## config.mk

```make
export PLATFORM = sky130hd
export DESIGN_NAME = crsd_front_flat
export DESIGN_NICKNAME = d
export VERILOG_FILES = /design/src/rtl/crsd_pkg.sv /design/src/rtl/crsd_ifs.sv /design/src/rtl/crsd_front.sv /design/src/flat_wrapper.sv
export SDC_FILE = /design/constraint.sdc
export NUM_CORES = 1
export LEC_CHECK = 0
export ABC_AREA = 0
export BUFFER_PORTS_ARGS = -buffer_cell sky130_fd_sc_hd__buf_2
export CORE_ASPECT_RATIO = 0.9
export CORE_MARGIN = 3
export CORE_UTILIZATION = 56
export DETAILED_ROUTE_END_ITERATION = 10
export GPL_ROUTABILITY_DRIVEN = 0
export PLACE_DENSITY_LB_ADDON = 0.05
export SYNTH_ARGS = -nofsm -noshare
export SYNTH_HDL_FRONTEND = slang
export SYNTH_SLANG_ARGS = --single-unit
```

## constraint.sdc

```tcl
create_clock -name clk -period 18.1 [get_ports clk]
set_input_delay 2.715 -clock clk [delete_from_list [all_inputs] [get_ports clk]]
set_output_delay 2.715 -clock clk [all_outputs]
set_load 0.01 [all_outputs]
```

## src/rtl/crsd_pkg.sv

```systemverilog
`timescale 1ns / 1ps
// Shared constants, payload types and register indexes for the cable robot step-delta unit.
// No dependencies; every other file refers to it by scoped names.
package crsd_pkg;

  localparam int COORD_BITS = 20;
  localparam int FRAC_BITS  = 8;
  localparam int SPAN_W     = 20;
  localparam int OUT_W      = 22;
  localparam int CFG_IDX_W  = 4;

  // Axis offsets are kept in half steps, so one extra bit plus a sign bit.
  localparam int OFF_W  = ((COORD_BITS > SPAN_W) ? COORD_BITS : SPAN_W) + 2;
  localparam int MAG_W  = OFF_W - 1;
  localparam int SQ_W   = 2 * MAG_W;
  localparam int SUM_W  = SQ_W + 2;
  localparam int RAD_W  = SUM_W + 2 * FRAC_BITS;
  localparam int ROOT_W = RAD_W / 2;
  localparam int LEN_W  = ROOT_W - 1;
  localparam int REM_W  = ROOT_W + 2;

  localparam int JOBS     = 8;
  localparam int JOB_W    = 3;
  localparam int IQ_DEPTH = 2;
  localparam int OQ_DEPTH = 8;
  localparam int OQ_AW    = 3;

  typedef enum logic [CFG_IDX_W-1:0] {
    REG_SPAN_A = 4'd0,
    REG_SPAN_B = 4'd1
  } cfg_reg_t;

  typedef struct packed {
    logic signed [COORD_BITS-1:0] sx;
    logic signed [COORD_BITS-1:0] sy;
    logic signed [COORD_BITS-1:0] sz;
    logic signed [COORD_BITS-1:0] tx;
    logic signed [COORD_BITS-1:0] ty;
    logic signed [COORD_BITS-1:0] tz;
  } item_t;

  typedef struct packed {
    logic signed [OUT_W-1:0] d1;
    logic signed [OUT_W-1:0] d2;
    logic signed [OUT_W-1:0] d3;
    logic signed [OUT_W-1:0] d4;
  } result_t;

  typedef struct packed {
    logic             valid;
    logic [SUM_W-1:0] sum;
  } rad_t;

  typedef struct packed {
    logic             valid;
    logic [LEN_W-1:0] len;
  } root_t;

endpackage

```

## src/rtl/crsd_ifs.sv

```systemverilog
`timescale 1ns / 1ps
// Channel interfaces: setpoint items, delta results and the configuration write channel.
// Depends on crsd_pkg for field widths.
interface crsd_item_if;
  logic valid;
  logic ready;
  logic signed [crsd_pkg::COORD_BITS-1:0] start_x;
  logic signed [crsd_pkg::COORD_BITS-1:0] start_y;
  logic signed [crsd_pkg::COORD_BITS-1:0] start_z;
  logic signed [crsd_pkg::COORD_BITS-1:0] target_x;
  logic signed [crsd_pkg::COORD_BITS-1:0] target_y;
  logic signed [crsd_pkg::COORD_BITS-1:0] target_z;
  modport source (output valid, start_x, start_y, start_z, target_x, target_y, target_z,
                  input ready);
  modport sink (input valid, start_x, start_y, start_z, target_x, target_y, target_z,
                output ready);
endinterface


```

## src/rtl/crsd_front.sv

```systemverilog
`timescale 1ns / 1ps
// Front end: accepts setpoint transactions into a two-entry queue.
// Depends on crsd_pkg and crsd_item_if.
module crsd_front (
  input  logic                clk,
  input  logic                rst,
  crsd_item_if.sink           setpoint,
  output crsd_pkg::item_t     head,
  output logic                head_valid,
  input  logic                pop
);

  crsd_pkg::item_t q [crsd_pkg::IQ_DEPTH];
  logic       wp;
  logic       rp;
  logic [1:0] count;
  logic       push;

  assign setpoint.ready = (count < 2'(crsd_pkg::IQ_DEPTH));
  assign push           = setpoint.valid && setpoint.ready;
  assign head_valid     = (count != 2'd0);
  assign head           = q[rp];

  always_ff @(posedge clk) begin
    if (push) begin
      q[wp] <= '{sx: setpoint.start_x, sy: setpoint.start_y, sz: setpoint.start_z,
                 tx: setpoint.target_x, ty: setpoint.target_y, tz: setpoint.target_z};
    end
  end

  always_ff @(posedge clk) begin
    if (rst) begin
      wp    <= 1'b0;
      rp    <= 1'b0;
      count <= 2'd0;
    end else begin
      if (push) wp <= ~wp;
      if (pop) rp <= ~rp;
      count <= count + 2'(push) - 2'(pop);
    end
  end

endmodule

```

## src/flat_wrapper.sv

```systemverilog
// flat-port wrapper written by rule: the top's interface ports become plain ports
module crsd_front_flat 
  (clk, rst, head, head_valid, pop, setpoint_valid, setpoint_start_x, setpoint_start_y, setpoint_start_z, setpoint_target_x, setpoint_target_y, setpoint_target_z, setpoint_ready);
  crsd_item_if setpoint_i ();
  input  logic clk;
  input  logic rst;
  output crsd_pkg::item_t head;
  output logic head_valid;
  input  logic pop;
  input wire logic [$bits(setpoint_i.valid)-1:0] setpoint_valid;
  input wire logic [$bits(setpoint_i.start_x)-1:0] setpoint_start_x;
  input wire logic [$bits(setpoint_i.start_y)-1:0] setpoint_start_y;
  input wire logic [$bits(setpoint_i.start_z)-1:0] setpoint_start_z;
  input wire logic [$bits(setpoint_i.target_x)-1:0] setpoint_target_x;
  input wire logic [$bits(setpoint_i.target_y)-1:0] setpoint_target_y;
  input wire logic [$bits(setpoint_i.target_z)-1:0] setpoint_target_z;
  output wire logic [$bits(setpoint_i.ready)-1:0] setpoint_ready;
  assign setpoint_i.valid = setpoint_valid;
  assign setpoint_i.start_x = setpoint_start_x;
  assign setpoint_i.start_y = setpoint_start_y;
  assign setpoint_i.start_z = setpoint_start_z;
  assign setpoint_i.target_x = setpoint_target_x;
  assign setpoint_i.target_y = setpoint_target_y;
  assign setpoint_i.target_z = setpoint_target_z;
  assign setpoint_ready = setpoint_i.ready;
  crsd_front u_core (.clk(clk), .rst(rst), .setpoint(setpoint_i), .head(head), .head_valid(head_valid), .pop(pop));
endmodule
```

==> results of run 1 <==
## stage by stage
stage               utilization  setup slack, ns  instance area, um2
detailed placement        0.664            12.97               10300
global route              0.713            12.47               11100
finish                    0.713            12.64               11100
CTS                       0.713            12.56               11000
global placement          0.664            13.03               10300
floorplan                     -             9.18                8900
## power groups by stage
| stage | Clock [W] | Sequential, W | Combinational (W) |
|---|---|---|---|
| 2_1_floorplan | 0 | 0.000723 | 0.000110 |
| 3_3_place_gp | 0 | 0.000719 | 0.000177 |
| 3_5_place_dp | 0 | 0.000723 | 0.000179 |
| 4_1_cts | 0.000480 | 0.000711 | 0.000181 |
| 5_1_grt | 0.000506 | 0.000715 | 0.000192 |
| 6_report | 0.000468 | 0.000710 | 0.000176 |
## cell type report
class,instances,share of cell area
antenna,3,0.000679
clock buffer,32,0.0590
clock inverter,11,0.00906
inverter,2,0.000679
multi-input combinational,137,0.133
sequential,245,0.661
tap,202,0.0229
timing repair buffer,249,0.114
## metal layers
layer	routed length (um)	vias up
li1	-	2097
met4	323	4
met5	27	-
met2	8110	176
met3	1290	27
met1	6450	2216
## worst min-delay path, stage by stage, from the launching register on
cell	delay, ns
sky130_fd_sc_hd__dfxtp_1	0.32
sky130_fd_sc_hd__xnor2_1	0.08
sky130_fd_sc_hd__nor2_1	0.07
## sequential cells by signal, indices dropped and copies added, names as in the netlist, named ones only
signal,cells
u_core.q,240
u_core.count,2
u_core.rp,1
u_core.wp,1
## cell usage in the layout (no fill, tap or decap), types with 4 or more instances in the layout
cell                        instances
sky130_fd_sc_hd__edfxtp_1         240
sky130_fd_sc_hd__buf_4              4
sky130_fd_sc_hd__clkbuf_1           7
sky130_fd_sc_hd__clkbuf_16         25
sky130_fd_sc_hd__nor2_1             5
sky130_fd_sc_hd__clkinv_1           4
sky130_fd_sc_hd__mux2_2           120
sky130_fd_sc_hd__buf_2            245
sky130_fd_sc_hd__dfxtp_1            4
sky130_fd_sc_hd__clkinv_2           5
## kinds of logic after synthesis
group	after synthesis	share of synthesized area
buf+inv	15	0.0159
mux	120	0.152
flops	245	0.821
fa+ha+maj	1	0.00140
compound gates	2	0.00140
simple gates	11	0.00604
xor+xnor	3	0.00295
## path summary, 6_finish.rpt
check                       start         endpoint  slack [ns]  cells past startpoint
setup reg to reg  u_core.count[1]  u_core.q[1][97]       15.48                      3
hold reg to reg         u_core.rp        flip-flop        0.52                      2
hold / removal          u_core.rp        flip-flop        0.52                      2
setup / recovery        flip-flop          head[1]       12.64                      3
==> out/summary.log, run 1 <==
INFO  clock_network  post_cts_resized=0
INFO  clock_network  cts_max_path_buffers=3
INFO  layout         finish.cell_count_without_fillers=881
INFO  logic_synthesis synthesis.nets=522
INFO  die            rows=43
INFO  power_and_ir_drop leakagePower=4.13nW
INFO  logic_synthesis synth-seq-cells=245
INFO  sta            final.setup.tns=0ns
INFO  worst_setup_path path_max_fanout=62
INFO  sta            rsz0062_at_grt=no
INFO  place          placed_cells_incl_taps=835
INFO  worst_setup_path path_delay_family=buffers and inverters
INFO  global_routing grt.met2_usage=0.302
INFO  die            die_height=126um
INFO  drt            antenna_left=0
INFO  logic_synthesis async_flop_share=0
INFO  run_status     status=finished clean
INFO  place          dp.final_hpwl=10500um
INFO  clock_network  cts_tree=yes
INFO  die            dieArea=17500um2
INFO  layout         fillerInstances=1027
INFO  clock_network  clk_pin_slew=0.06ns
INFO  sta            hold_viol=0
INFO  logic_synthesis synth_top_cells_by_area=sky130_fd_sc_hd__edfxtp_1, sky130_fd_sc_hd__mux2_2, sky130_fd_sc_hd__buf_6
INFO  layout         multi_input_area=1470um2
INFO  worst_setup_path critical_path.max_stage_delay=0.86ns
INFO  logic_synthesis synth.top_cell.area_share=0.809
INFO  clock_network  cts-root-buf=sky130_fd_sc_hd__clkbuf_16
INFO  logic_synthesis yosys.cell_types.count=16
INFO  layout         design.final.nets=784
INFO  global_routing globalRouteMet3Util=0.0604
INFO  sta            hold-worst-slack=0.515ns
INFO  worst_setup_path cp_slowest_cell=sky130_fd_sc_hd__dfxtp_4
INFO  global_routing global_route.overflow_total=0
INFO  clock_network  holdBufCountCts=0
INFO  clock_network  post_cts_repair_timing_setup_buffer_count=0
INFO  worst_setup_path critPathBufInv=2
INFO  drt            detail_route.iter0.violations=308
INFO  global_routing global_route.peak_usage_layer=met2
INFO  power_and_ir_drop power.share.clock=0.345
INFO  logic_synthesis netlist_instances=397
INFO  global_routing largest_net_degree_at_the_start_of_global_routing=66
INFO  drt            drt_first_pass_iters=4
INFO  worst_setup_path cp.arrival=2.74ns
INFO  sta            fmax=183MHz
INFO  logic_synthesis yosys.cell_count.top_type=sky130_fd_sc_hd__edfxtp_1
INFO  worst_setup_path critical_path_required=15.39ns
INFO  global_routing grt_pass1_vias=4830
INFO  clock_network  clk-insertion-delay-late=0.49ns
INFO  logic_synthesis syn_area=8900um2
INFO  layout         area.growth.synth_to_final=24.1%
INFO  power_and_ir_drop vdd_drop_max=0.0770mV
INFO  worst_setup_path ordered_list_of_cells_on_the_worst_path=buf_4 -> mux2_2 -> buf_2
INFO  power_and_ir_drop finalPower=0.00135W
INFO  drt            totalWireLength=16200um
INFO  clock_network  h-tree-depth=1
INFO  power_and_ir_drop p_seq_frac=0.524
INFO  sta            fin_worst_skew=0.0108ns
INFO  worst_setup_path start_kind=flip-flop
INFO  power_and_ir_drop total_net_switching_power=0.000303W
INFO  drt            remaining_drc_errors=0
INFO  min_path       hold_path_class=flip-flop to flip-flop
INFO  drt            vias_per_std_cell=5.13
INFO  sta            report.final.slew_viol_count=0
INFO  flow_run       max_cap_violations=0
INFO  sta            slew_headroom=0.425
INFO  logic_synthesis synth_top_area_cell=sky130_fd_sc_hd__edfxtp_1
INFO  power_and_ir_drop comb_power_share=0.130
INFO  logic_synthesis postSynth.topFlopCell=sky130_fd_sc_hd__edfxtp_1
INFO  place          place.port_buffers=245
INFO  logic_synthesis synth_edf_count=240
INFO  die            core=15500um2
INFO  global_routing grt_use_met1=0.229
INFO  power_and_ir_drop power_switching_share=0.223
INFO  die            start_util=0.575
INFO  die            fp.dieW=139um
INFO  clock_network  tritoncts_num_sinks=245
INFO  layout         final-seq-area=7310um2
INFO  logic_synthesis postSynthAreaPerCell=22.4um2
INFO  logic_synthesis synth_common_cells=sky130_fd_sc_hd__edfxtp_1, sky130_fd_sc_hd__mux2_2, sky130_fd_sc_hd__buf_6, sky130_fd_sc_hd__dfxtp_1, sky130_fd_sc_hd__nor2_1
INFO  clock_network  cts-buffers-inserted=24
INFO  sta            setup-violations-final=0
INFO  power_and_ir_drop power-per-cell-area=123nW/um2
INFO  sta            fin_crit_sh=0.302
INFO  worst_setup_path worst-setup-path-type=flip-flop to primary output
INFO  drt            wl_per_cell=18.4um
INFO  drt            routed-via-count=4520
INFO  logic_synthesis synth.yosys.seq_area_share=0.821
INFO  sta            period_needed=5.46ns
INFO  sta            slew_at_the_pin_closest_to_its_max_slew_limit=0.862ns
INFO  die            pin_count=246
INFO  layout         drive_gt1_frac=0.598
INFO  worst_setup_path endpoint_kind=primary output
INFO  global_routing antenna_found_initial=5
INFO  global_routing gr-usage-all-layers=0.180
INFO  logic_synthesis synth-warning-count=0
INFO  power_and_ir_drop cellInternalPower=0.00105W
INFO  global_routing first_pass_grt_wire_length=24900um
Power figures use the tool's default switching activity.
==> inputs of run 2 (changes only) <==
--- a/config.mk
+++ b/config.mk
@@ -5,11 +5,11 @@
 export SDC_FILE = /design/constraint.sdc
 export NUM_CORES = 1
 export LEC_CHECK = 0
-export ABC_AREA = 0
+export ABC_AREA = 1
 export BUFFER_PORTS_ARGS = -buffer_cell sky130_fd_sc_hd__buf_2
 export CORE_ASPECT_RATIO = 0.9
 export CORE_MARGIN = 3
-export CORE_UTILIZATION = 56
+export CORE_UTILIZATION = 47
 export DETAILED_ROUTE_END_ITERATION = 10
 export GPL_ROUTABILITY_DRIVEN = 0
 export PLACE_DENSITY_LB_ADDON = 0.05
==> constraint.sdc (replaced) <==
create_clock -name clk -period 4.5 [get_ports clk]
set_input_delay 0.675 -clock clk [delete_from_list [all_inputs] [get_ports clk]]
set_output_delay 0.675 -clock clk [all_outputs]
set_load 0.01 [all_outputs]
==> run 2 against run 1 <==
Compared with the run above: register-to-register slack worse by 13 ns; flip-flop and latch count stayed put; via count is 1.0% higher; clock power grew to 4.7 times the previous value; cell count is 5.9% higher; clock skew is 0.00077 ns higher; sequential power grew to 3.9 times the previous value; synthesized cell count is 1.8% higher; utilization is 10 points lower; area after synthesis hardly changed; combinational power grew to 3.3 times the previous value.
==> out/summary.log, run 2 <==
INFO  global_routing gr-usage-all-layers=0.163 [was 0.180]
INFO  layout         drive_gt1_frac=0.601 [was 0.598]
INFO  drt            antenna_left=0 [unchanged]
INFO  drt            remaining_drc_errors=0 [unchanged]
INFO  global_routing first_pass_grt_wire_length=25600um [was 24900 um]
INFO  drt            vias_per_std_cell=4.89 [was 5.13]
INFO  die            pin_count=246 [unchanged]
INFO  worst_setup_path timing.critical_path.to=head[3] [was head[1]]
INFO  logic_synthesis synth-seq-cells=245 [unchanged]
INFO  drt            highest-signal-layer=met5 [unchanged]
INFO  logic_synthesis synthesis.nets=529 [was 522]
INFO  power_and_ir_drop power-per-cell-area=488nW/um2 [was 123 nW/um2]
INFO  layout         final-seq-area=7310um2 [unchanged]
INFO  drt            routed-via-count=4565 [was 4520]
INFO  sta            fmax=326MHz
INFO  drt            wl_met2=8640um [was 8110 um]
INFO  logic_synthesis postSynth.topFlopCell=sky130_fd_sc_hd__edfxtp_1 [unchanged]
INFO  die            rows=47 [was 43]
INFO  worst_setup_path critical_path_required=3.83ns [was 15.39 ns]
INFO  flow_run       max_cap_violations=0 [unchanged]
INFO  die            core=18500um2 [was 15500 um2]
INFO  worst_setup_path critical_path.reg2reg.endpoint=u_core.q[1][38] [was u_core.q[1][97]]
INFO  sta            final_setup_slack_of_the_worst_path=1.44ns [was 12.64 ns]
INFO  drt            detail_route.iter0.violations=254 [was 308]
INFO  power_and_ir_drop comb_power_share=0.104 [was 0.130]
INFO  global_routing grt_pass1_vias=4707 [was 4830]
INFO  logic_synthesis synth_common_cells=sky130_fd_sc_hd__edfxtp_1, sky130_fd_sc_hd__mux2_2, sky130_fd_sc_hd__buf_6, sky130_fd_sc_hd__nor2_1, sky130_fd_sc_hd__inv_1 [was sky130_fd_sc_hd__edfxtp_1, sky130_fd_sc_hd__mux2_2, sky130_fd_sc_hd__buf_6, sky130_fd_sc_hd__dfxtp_1, sky130_fd_sc_hd__nor2_1]
INFO  die            die_height=137um [was 126 um]
INFO  logic_synthesis synth_top_cells_by_area=sky130_fd_sc_hd__edfxtp_1, sky130_fd_sc_hd__mux2_2, sky130_fd_sc_hd__buf_6 [unchanged]
INFO  sta            rsz0062_at_grt=no [unchanged]
INFO  layout         top_register=u_core.q [unchanged]
INFO  power_and_ir_drop vdd_drop_max=0.307mV [was 0.0770 mV]
INFO  layout         area.growth.synth_to_final=27.0% [was 24.1%]
INFO  die            fp.dieW=151um [was 139 um]
INFO  worst_setup_path cp.arrival=2.39ns [was 2.74 ns]
INFO  die            dieArea=20600um2 [was 17500 um2]
INFO  power_and_ir_drop power_switching_share=0.215 [was 0.223]
INFO  logic_synthesis async_flop_share=0 [unchanged]
INFO  global_routing antenna_found_initial=5 [unchanged]
INFO  layout         most-common-layout-cells=sky130_fd_sc_hd__buf_2, sky130_fd_sc_hd__edfxtp_1, sky130_fd_sc_hd__mux2_2, sky130_fd_sc_hd__clkbuf_16 [was sky130_fd_sc_hd__buf_2, sky130_fd_sc_hd__edfxtp_1, sky130_fd_sc_hd__mux2_2, sky130_fd_sc_hd__clkbuf_16, sky130_fd_sc_hd__clkbuf_1]
INFO  sta            slew_headroom=0.276 [was 0.425]
INFO  clock_network  tritoncts_num_sinks=245 [unchanged]
INFO  logic_synthesis synth-warning-count=0 [unchanged]
INFO  power_and_ir_drop cellInternalPower=0.00433W [was 0.00105 W]
INFO  logic_synthesis netlist_instances=404 [was 397]
INFO  clock_network  cts_max_path_buffers=3 [unchanged]
INFO  worst_setup_path ff2ff_setup_slack=2.24ns [was 15.48 ns]
INFO  clock_network  clk-insertion-delay-late=0.51ns [was 0.49 ns]
INFO  sta            fin_worst_skew=0.0116ns [was 0.0108 ns]
INFO  layout         design.final.nets=793 [was 784]
INFO  global_routing global_route.overflow_total=0 [unchanged]
INFO  clock_network  h-tree-depth=1 [unchanged]
INFO  power_and_ir_drop power.share.clock=0.400 [was 0.345]
INFO  worst_setup_path timing.rr.start=u_core.count[1] [unchanged]
INFO  clock_network  cts-buffers-inserted=25 [was 24]
INFO  sta            report.final.slew_viol_count=0 [unchanged]
INFO  run_status     status=finished clean [unchanged]
INFO  drt            wl_per_cell=18.8um [was 18.4 um]
INFO  worst_setup_path start_kind=flip-flop [unchanged]
INFO  sta            slew_at_the_pin_closest_to_its_max_slew_limit=1.08ns [was 0.862 ns]
INFO  worst_setup_path worst-setup-path-type=flip-flop to primary output [unchanged]
INFO  power_and_ir_drop p_seq_frac=0.496 [was 0.524]
INFO  place          dp.final_hpwl=11300um [was 10500 um]
INFO  clock_network  cts_tree=yes [unchanged]
INFO  layout         multi_input_area=1460um2 [was 1470 um2]
INFO  clock_network  cts-root-buf=sky130_fd_sc_hd__clkbuf_16 [unchanged]
INFO  drt            totalWireLength=17600um [was 16200 um]
INFO  min_path       hold_path_class=input port to flip-flop [was flip-flop to flip-flop]
INFO  layout         layout.cells.most_common=sky130_fd_sc_hd__buf_2 [unchanged]
INFO  drt            met1_length=7130um [was 6450 um]
INFO  sta            setup-violations-final=0 [unchanged]
INFO  worst_setup_path path_max_fanout=57 [was 62]
INFO  layout         fillerInstances=1400 [was 1027]
INFO  layout         largest_reg_flops=240 [unchanged]
INFO  sta            period_needed=3.06ns
INFO  logic_synthesis yosys.cell_count.top_type=sky130_fd_sc_hd__edfxtp_1 [unchanged]
INFO  worst_setup_path worstRegToRegCells=4 [was 3]
INFO  power_and_ir_drop leakagePower=4.23nW [was 4.13 nW]
INFO  logic_synthesis syn_area=8910um2 [was 8900 um2]
INFO  logic_synthesis synth_top_area_cell=sky130_fd_sc_hd__edfxtp_1 [unchanged]
INFO  logic_synthesis postSynthAreaPerCell=22.1um2 [was 22.4 um2]
INFO  logic_synthesis yosys.cell_types.count=13 [was 16]
INFO  global_routing largest_net_degree_at_the_start_of_global_routing=105 [was 66]
INFO  clock_network  holdBufCountCts=0 [unchanged]
INFO  worst_setup_path endpoint_kind=primary output [unchanged]
INFO  place          place.port_buffers=245 [unchanged]
INFO  logic_synthesis synth.yosys.seq_area_share=0.820 [was 0.821]
INFO  layout         layout_top_registers=u_core.q x240, u_core.count x2 [unchanged]
INFO  sta            hold-worst-slack=0.348ns [was 0.515 ns]
INFO  sta            final.setup.tns=0ns [unchanged]
INFO  power_and_ir_drop total_net_switching_power=0.00118W [was 0.000303 W]
INFO  place          dp_worst_setup_slack=1.90ns [was 12.97 ns]
INFO  clock_network  clk_pin_slew=0.07ns [was 0.06 ns]
INFO  drt            dr_wl_met3=1460um [was 1290 um]
INFO  die            start_util=0.481 [was 0.575]
INFO  clock_network  post_cts_resized=0 [unchanged]
INFO  sta            fin_crit_sh=0.681
INFO  clock_network  post_cts_repair_timing_setup_buffer_count=0 [unchanged]
INFO  logic_synthesis synth.top_cell.area_share=0.809 [about the same]
INFO  sta            hold_viol=0 [unchanged]
INFO  logic_synthesis synth_edf_count=240 [unchanged]
INFO  drt            drt_first_pass_iters=4 [unchanged]
-- run 2: worst max-delay path, stage by stage, from the launching register on --
cell and delay, ns:
sky130_fd_sc_hd__dfxtp_4 0.86, sky130_fd_sc_hd__buf_4 0.42, sky130_fd_sc_hd__mux2_2 0.39, sky130_fd_sc_hd__buf_2 0.14
-- run 2: worst min-delay path by stage --
stage	startpoint	end	slack [ns]	depth (start not counted)
finish	setpoint_target_z[1]	u_core.q[0][1]	0.35	1
detailed placement	u_core.wp	u_core.wp	0.55	2
CTS	setpoint_target_z[1]	u_core.q[0][1]	0.33	1
floorplan	u_core.wp	u_core.wp	0.48	2
global route	setpoint_target_x[10]	u_core.q[1][50]	0.33	1
global placement	u_core.rp	u_core.rp	0.50	2
-- run 2: power by group through the flow --
stage,clock network (W),logic [W],registers (W)
global placement,0,0.000573,0.00278
CTS,0.00226,0.000587,0.00274
detailed placement,0,0.000583,0.00279
finish,0.00221,0.000573,0.00274
floorplan,0,0.000348,0.00278
global route,0.00236,0.000625,0.00275
-- run 2: final cells by class --
| class | count | share of cell area |
|---|---|---|
| antenna | 1 | 0.000221 |
| clock buffer | 29 | 0.0575 |
| clock inverter | 17 | 0.0218 |
| multi-input combinational | 139 | 0.129 |
| sequential | 245 | 0.646 |
| timing repair buffer | 250 | 0.116 |
| inverter | 7 | 0.00232 |
| tap | 245 | 0.0271 |
-- run 2: layer usage --
metal | GRT usage | vias up
met5 | 0 | -
met4 | 0.0388 | 8
met3 | 0.0517 | 31
met2 | 0.273 | 181
met1 | 0.209 | 2220
li1 | - | 2125
-- run 2: cell families after synthesis --
group / after synthesis / synth area share
compound gates: 3 / 0.00168
xor+xnor: 1 / 0.000983
fa+ha+maj: 1 / 0.00140
buf+inv: 20 / 0.0180
flops: 245 / 0.820
mux: 120 / 0.152
simple gates: 14 / 0.00604
-- run 2: per-stage QoR --
stage / cells / cell area, um2 / utilization / total power [W]
6_report: 933 / 11300 / 0.611 / 0.00552
5_1_grt: 933 / 11300 / 0.611 / 0.00574
4_1_cts: 932 / 11300 / 0.611 / 0.00559
3_5_place_dp: 886 / 10400 / 0.562 / 0.00337
3_3_place_gp: 886 / 10400 / 0.562 / 0.00336
2_1_floorplan: 404 / 8910 / - / 0.00313
==> inputs of run 3 (changes only) <==
==> constraint.sdc (replaced) <==
create_clock -name clk -period 2.8 [get_ports clk]
set_input_delay 0.42 -clock clk [delete_from_list [all_inputs] [get_ports clk]]
set_output_delay 0.42 -clock clk [all_outputs]
set_load 0.01 [all_outputs]
==> run 3 against run 2 <==
Compared with the run above: cell count is 0.32% higher; sequential share of layout area is 0.30 points higher; worst hold slack worse by 0.26 ns; clock-buffer cell count is 3 higher; flip-flop and latch count stayed put; clock skew is 0.0064 ns lower; global-route usage is 0.61 points lower; routed wire length is 3.3% lower.
==> out/summary.log, run 3 (synthesis results as in run 2) <==
INFO  global_routing grt_pass1_vias=4729 [was 4707]
INFO  worst_setup_path ff2ff_setup_slack=1.11ns [was 2.24 ns]
INFO  clock_network  post_cts_resized=0 [unchanged]
INFO  layout         fillerInstances=1439 [was 1400]
INFO  drt            drt_first_pass_iters=4 [unchanged]
INFO  clock_network  tritoncts_num_sinks=245 [unchanged]
INFO  drt            antenna_left=0 [unchanged]
INFO  drt            wl_per_cell=18.1um [was 18.8 um]
INFO  layout         layout_top_registers=u_core.q x240, u_core.count x2 [unchanged]
INFO  sta            fin_worst_skew=0.00513ns [was 0.0116 ns]
INFO  drt            remaining_drc_errors=0 [unchanged]
INFO  clock_network  clk_pin_slew=0.05ns [was 0.07 ns]
INFO  clock_network  h-tree-depth=1 [unchanged]
INFO  layout         most-common-layout-cells=sky130_fd_sc_hd__buf_2, sky130_fd_sc_hd__edfxtp_1, sky130_fd_sc_hd__mux2_2, sky130_fd_sc_hd__clkbuf_16 [unchanged]
INFO  global_routing largest_net_degree_at_the_start_of_global_routing=65 [was 105]
INFO  clock_network  cts-buffers-inserted=26 [was 25]
INFO  place          dp_worst_setup_slack=0.786ns [was 1.90 ns]
INFO  global_routing gr-usage-all-layers=0.157 [was 0.163]
INFO  place          place.port_buffers=245 [unchanged]
INFO  die            start_util=0.481 [unchanged]
INFO  sta            period_needed=2.51ns
INFO  worst_setup_path worst-setup-path-type=flip-flop to primary output [unchanged]
INFO  die            core=18500um2 [unchanged]
INFO  die            rows=47 [unchanged]
INFO  drt            detail_route.iter0.violations=178 [was 254]
INFO  clock_network  cts_tree=yes [unchanged]
INFO  die            pin_count=246 [unchanged]
INFO  global_routing first_pass_grt_wire_length=25000um [was 25600 um]
INFO  clock_network  cts_max_path_buffers=3 [unchanged]
INFO  global_routing antenna_found_initial=6 [was 5]
INFO  layout         layout.cells.most_common=sky130_fd_sc_hd__buf_2 [unchanged]
INFO  die            dieArea=20600um2 [unchanged]
INFO  worst_setup_path timing.rr.start=u_core.count[1] [unchanged]
INFO  worst_setup_path worstRegToRegCells=4 [unchanged]
INFO  min_path       number_of_stages_on_the_worst_hold_path=2 [was 1]
INFO  layout         design.final.nets=795 [was 793]
INFO  min_path       hold_path_class=input port to flip-flop [unchanged]
INFO  worst_setup_path start_kind=flip-flop [unchanged]
INFO  layout         top_register=u_core.q [unchanged]
INFO  sta            hold_viol=0 [unchanged]
INFO  sta            rsz0062_at_grt=no [unchanged]
INFO  power_and_ir_drop vdd_drop_max=0.607mV [was 0.307 mV]
INFO  sta            final_setup_slack_of_the_worst_path=0.290ns [was 1.44 ns]
INFO  sta            fin_crit_sh=0.897
INFO  sta            final.setup.tns=0ns [unchanged]
INFO  min_path       holdCritStartpoint=rst [was setpoint_target_z[1]]
INFO  clock_network  holdBufCountCts=0 [unchanged]
INFO  layout         drive_gt1_frac=0.597 [was 0.601]
INFO  sta            setup-violations-final=0 [unchanged]
INFO  worst_setup_path critical_path_required=2.38ns [was 3.83 ns]
INFO  clock_network  cts-root-buf=sky130_fd_sc_hd__clkbuf_16 [unchanged]
INFO  worst_setup_path endpoint_kind=primary output [unchanged]
INFO  global_routing global_route.overflow_total=0 [unchanged]
INFO  sta            slew_at_the_pin_closest_to_its_max_slew_limit=0.786ns [was 1.08 ns]
INFO  place          placed_cells_incl_taps=887 [was 886]
INFO  sta            slew_headroom=0.476 [was 0.276]
INFO  layout         finish.cell_count_without_fillers=936 [was 933]
INFO  drt            totalWireLength=17000um [was 17600 um]
INFO  layout         area.growth.synth_to_final=26.4% [was 27.0%]
INFO  layout         largest_reg_flops=240 [unchanged]
INFO  worst_setup_path path_max_fanout=47 [was 57]
INFO  drt            routed-via-count=4530 [was 4565]
INFO  place          dp.final_hpwl=11000um [was 11300 um]
INFO  run_status     status=finished clean [unchanged]
INFO  die            fp.dieW=151um [unchanged]
INFO  sta            report.final.slew_viol_count=0 [unchanged]
INFO  clock_network  post_cts_repair_timing_setup_buffer_count=0 [unchanged]
INFO  clock_network  clk-insertion-delay-late=0.51ns [about the same]
INFO  worst_setup_path cp.arrival=2.09ns [was 2.39 ns]
INFO  worst_setup_path critical_path.reg2reg.endpoint=u_core.q[1][60] [was u_core.q[1][38]]
INFO  drt            vias_per_std_cell=4.84 [was 4.89]
INFO  die            die_height=137um [unchanged]
INFO  power_and_ir_drop leakagePower=4.21nW [was 4.23 nW]
INFO  sta            fmax=398MHz
INFO  flow_run       max_cap_violations=0 [unchanged]
INFO  power_and_ir_drop finalPower=0.00856W [was 0.00552 W]
INFO  power_and_ir_drop power-per-cell-area=760nW/um2 [was 488 nW/um2]
==> run 3: cell types whose count changed in the layout (fill, tap and decap cells not counted), sizes merged <==
cell,previous run,this run
buf,250,251
bufinv,6,2
clkbuf,29,32
clkinv,7,12
clkinvlp,3,1
==> run 3: where the power goes <==
group          internal (W)  switching [W]  total [W]
clock               0.00194        0.00129    0.00323
sequential          0.00432      0.0000700    0.00439
combinational      0.000436       0.000504   0.000939
==> run 3: worst max path at each step <==
stage	startpoint	cells past startpoint	to	slack, ns
5_1_grt	flip-flop	3	head[26]	0.19
6_report	flip-flop	3	head[59]	0.29
4_1_cts	flip-flop	3	head[26]	0.23
3_3_place_gp	flip-flop	3	head[26]	0.80
2_1_floorplan	setpoint_valid	2	u_core.q[0][0]	0.06
3_5_place_dp	flip-flop	3	head[26]	0.79
==> run 3: per-stage QoR <==
step                      hold slack, ns  utilization  instance area, um2
after detailed placement           0.506        0.563               10400
after global placement             0.494        0.563               10400
after floorplan                    0.480            -                8930
after global routing              0.0746        0.608               11300
final                             0.0902        0.608               11300
after CTS                         0.0666        0.608               11300
==> run 3: layout make-up <==
cell class / instances / area (um2) / share of cell area
Timing Repair Buffer: 251 / 1330 / 0.118
Antenna cell: 1 / 2.50 / 0.000222
Tap cell: 245 / 307 / 0.0272
Multi-Input combinational cell: 139 / 1460 / 0.130
Clock buffer: 32 / 694 / 0.0617
Inverter: 7 / 26.3 / 0.00233
Sequential cell: 245 / 7310 / 0.649
Clock inverter: 16 / 128 / 0.0113
==> run 3: critical path, stage by stage, from the launching register on <==
cell	delay [ns]
sky130_fd_sc_hd__dfxtp_4	0.68
sky130_fd_sc_hd__buf_12	0.31
sky130_fd_sc_hd__mux2_2	0.40
sky130_fd_sc_hd__buf_2	0.14
==> run 3: layer usage <==
metal / part of all wire / global-route usage / vias up / wire (um)
met5: 0.0037 / 0 / - / 62
met4: 0.024 / 0.0458 / 10 / 407
li1: - / - / 2134 / -
met2: 0.49 / 0.260 / 169 / 8350
met3: 0.089 / 0.0576 / 39 / 1520
met1: 0.39 / 0.194 / 2178 / 6630
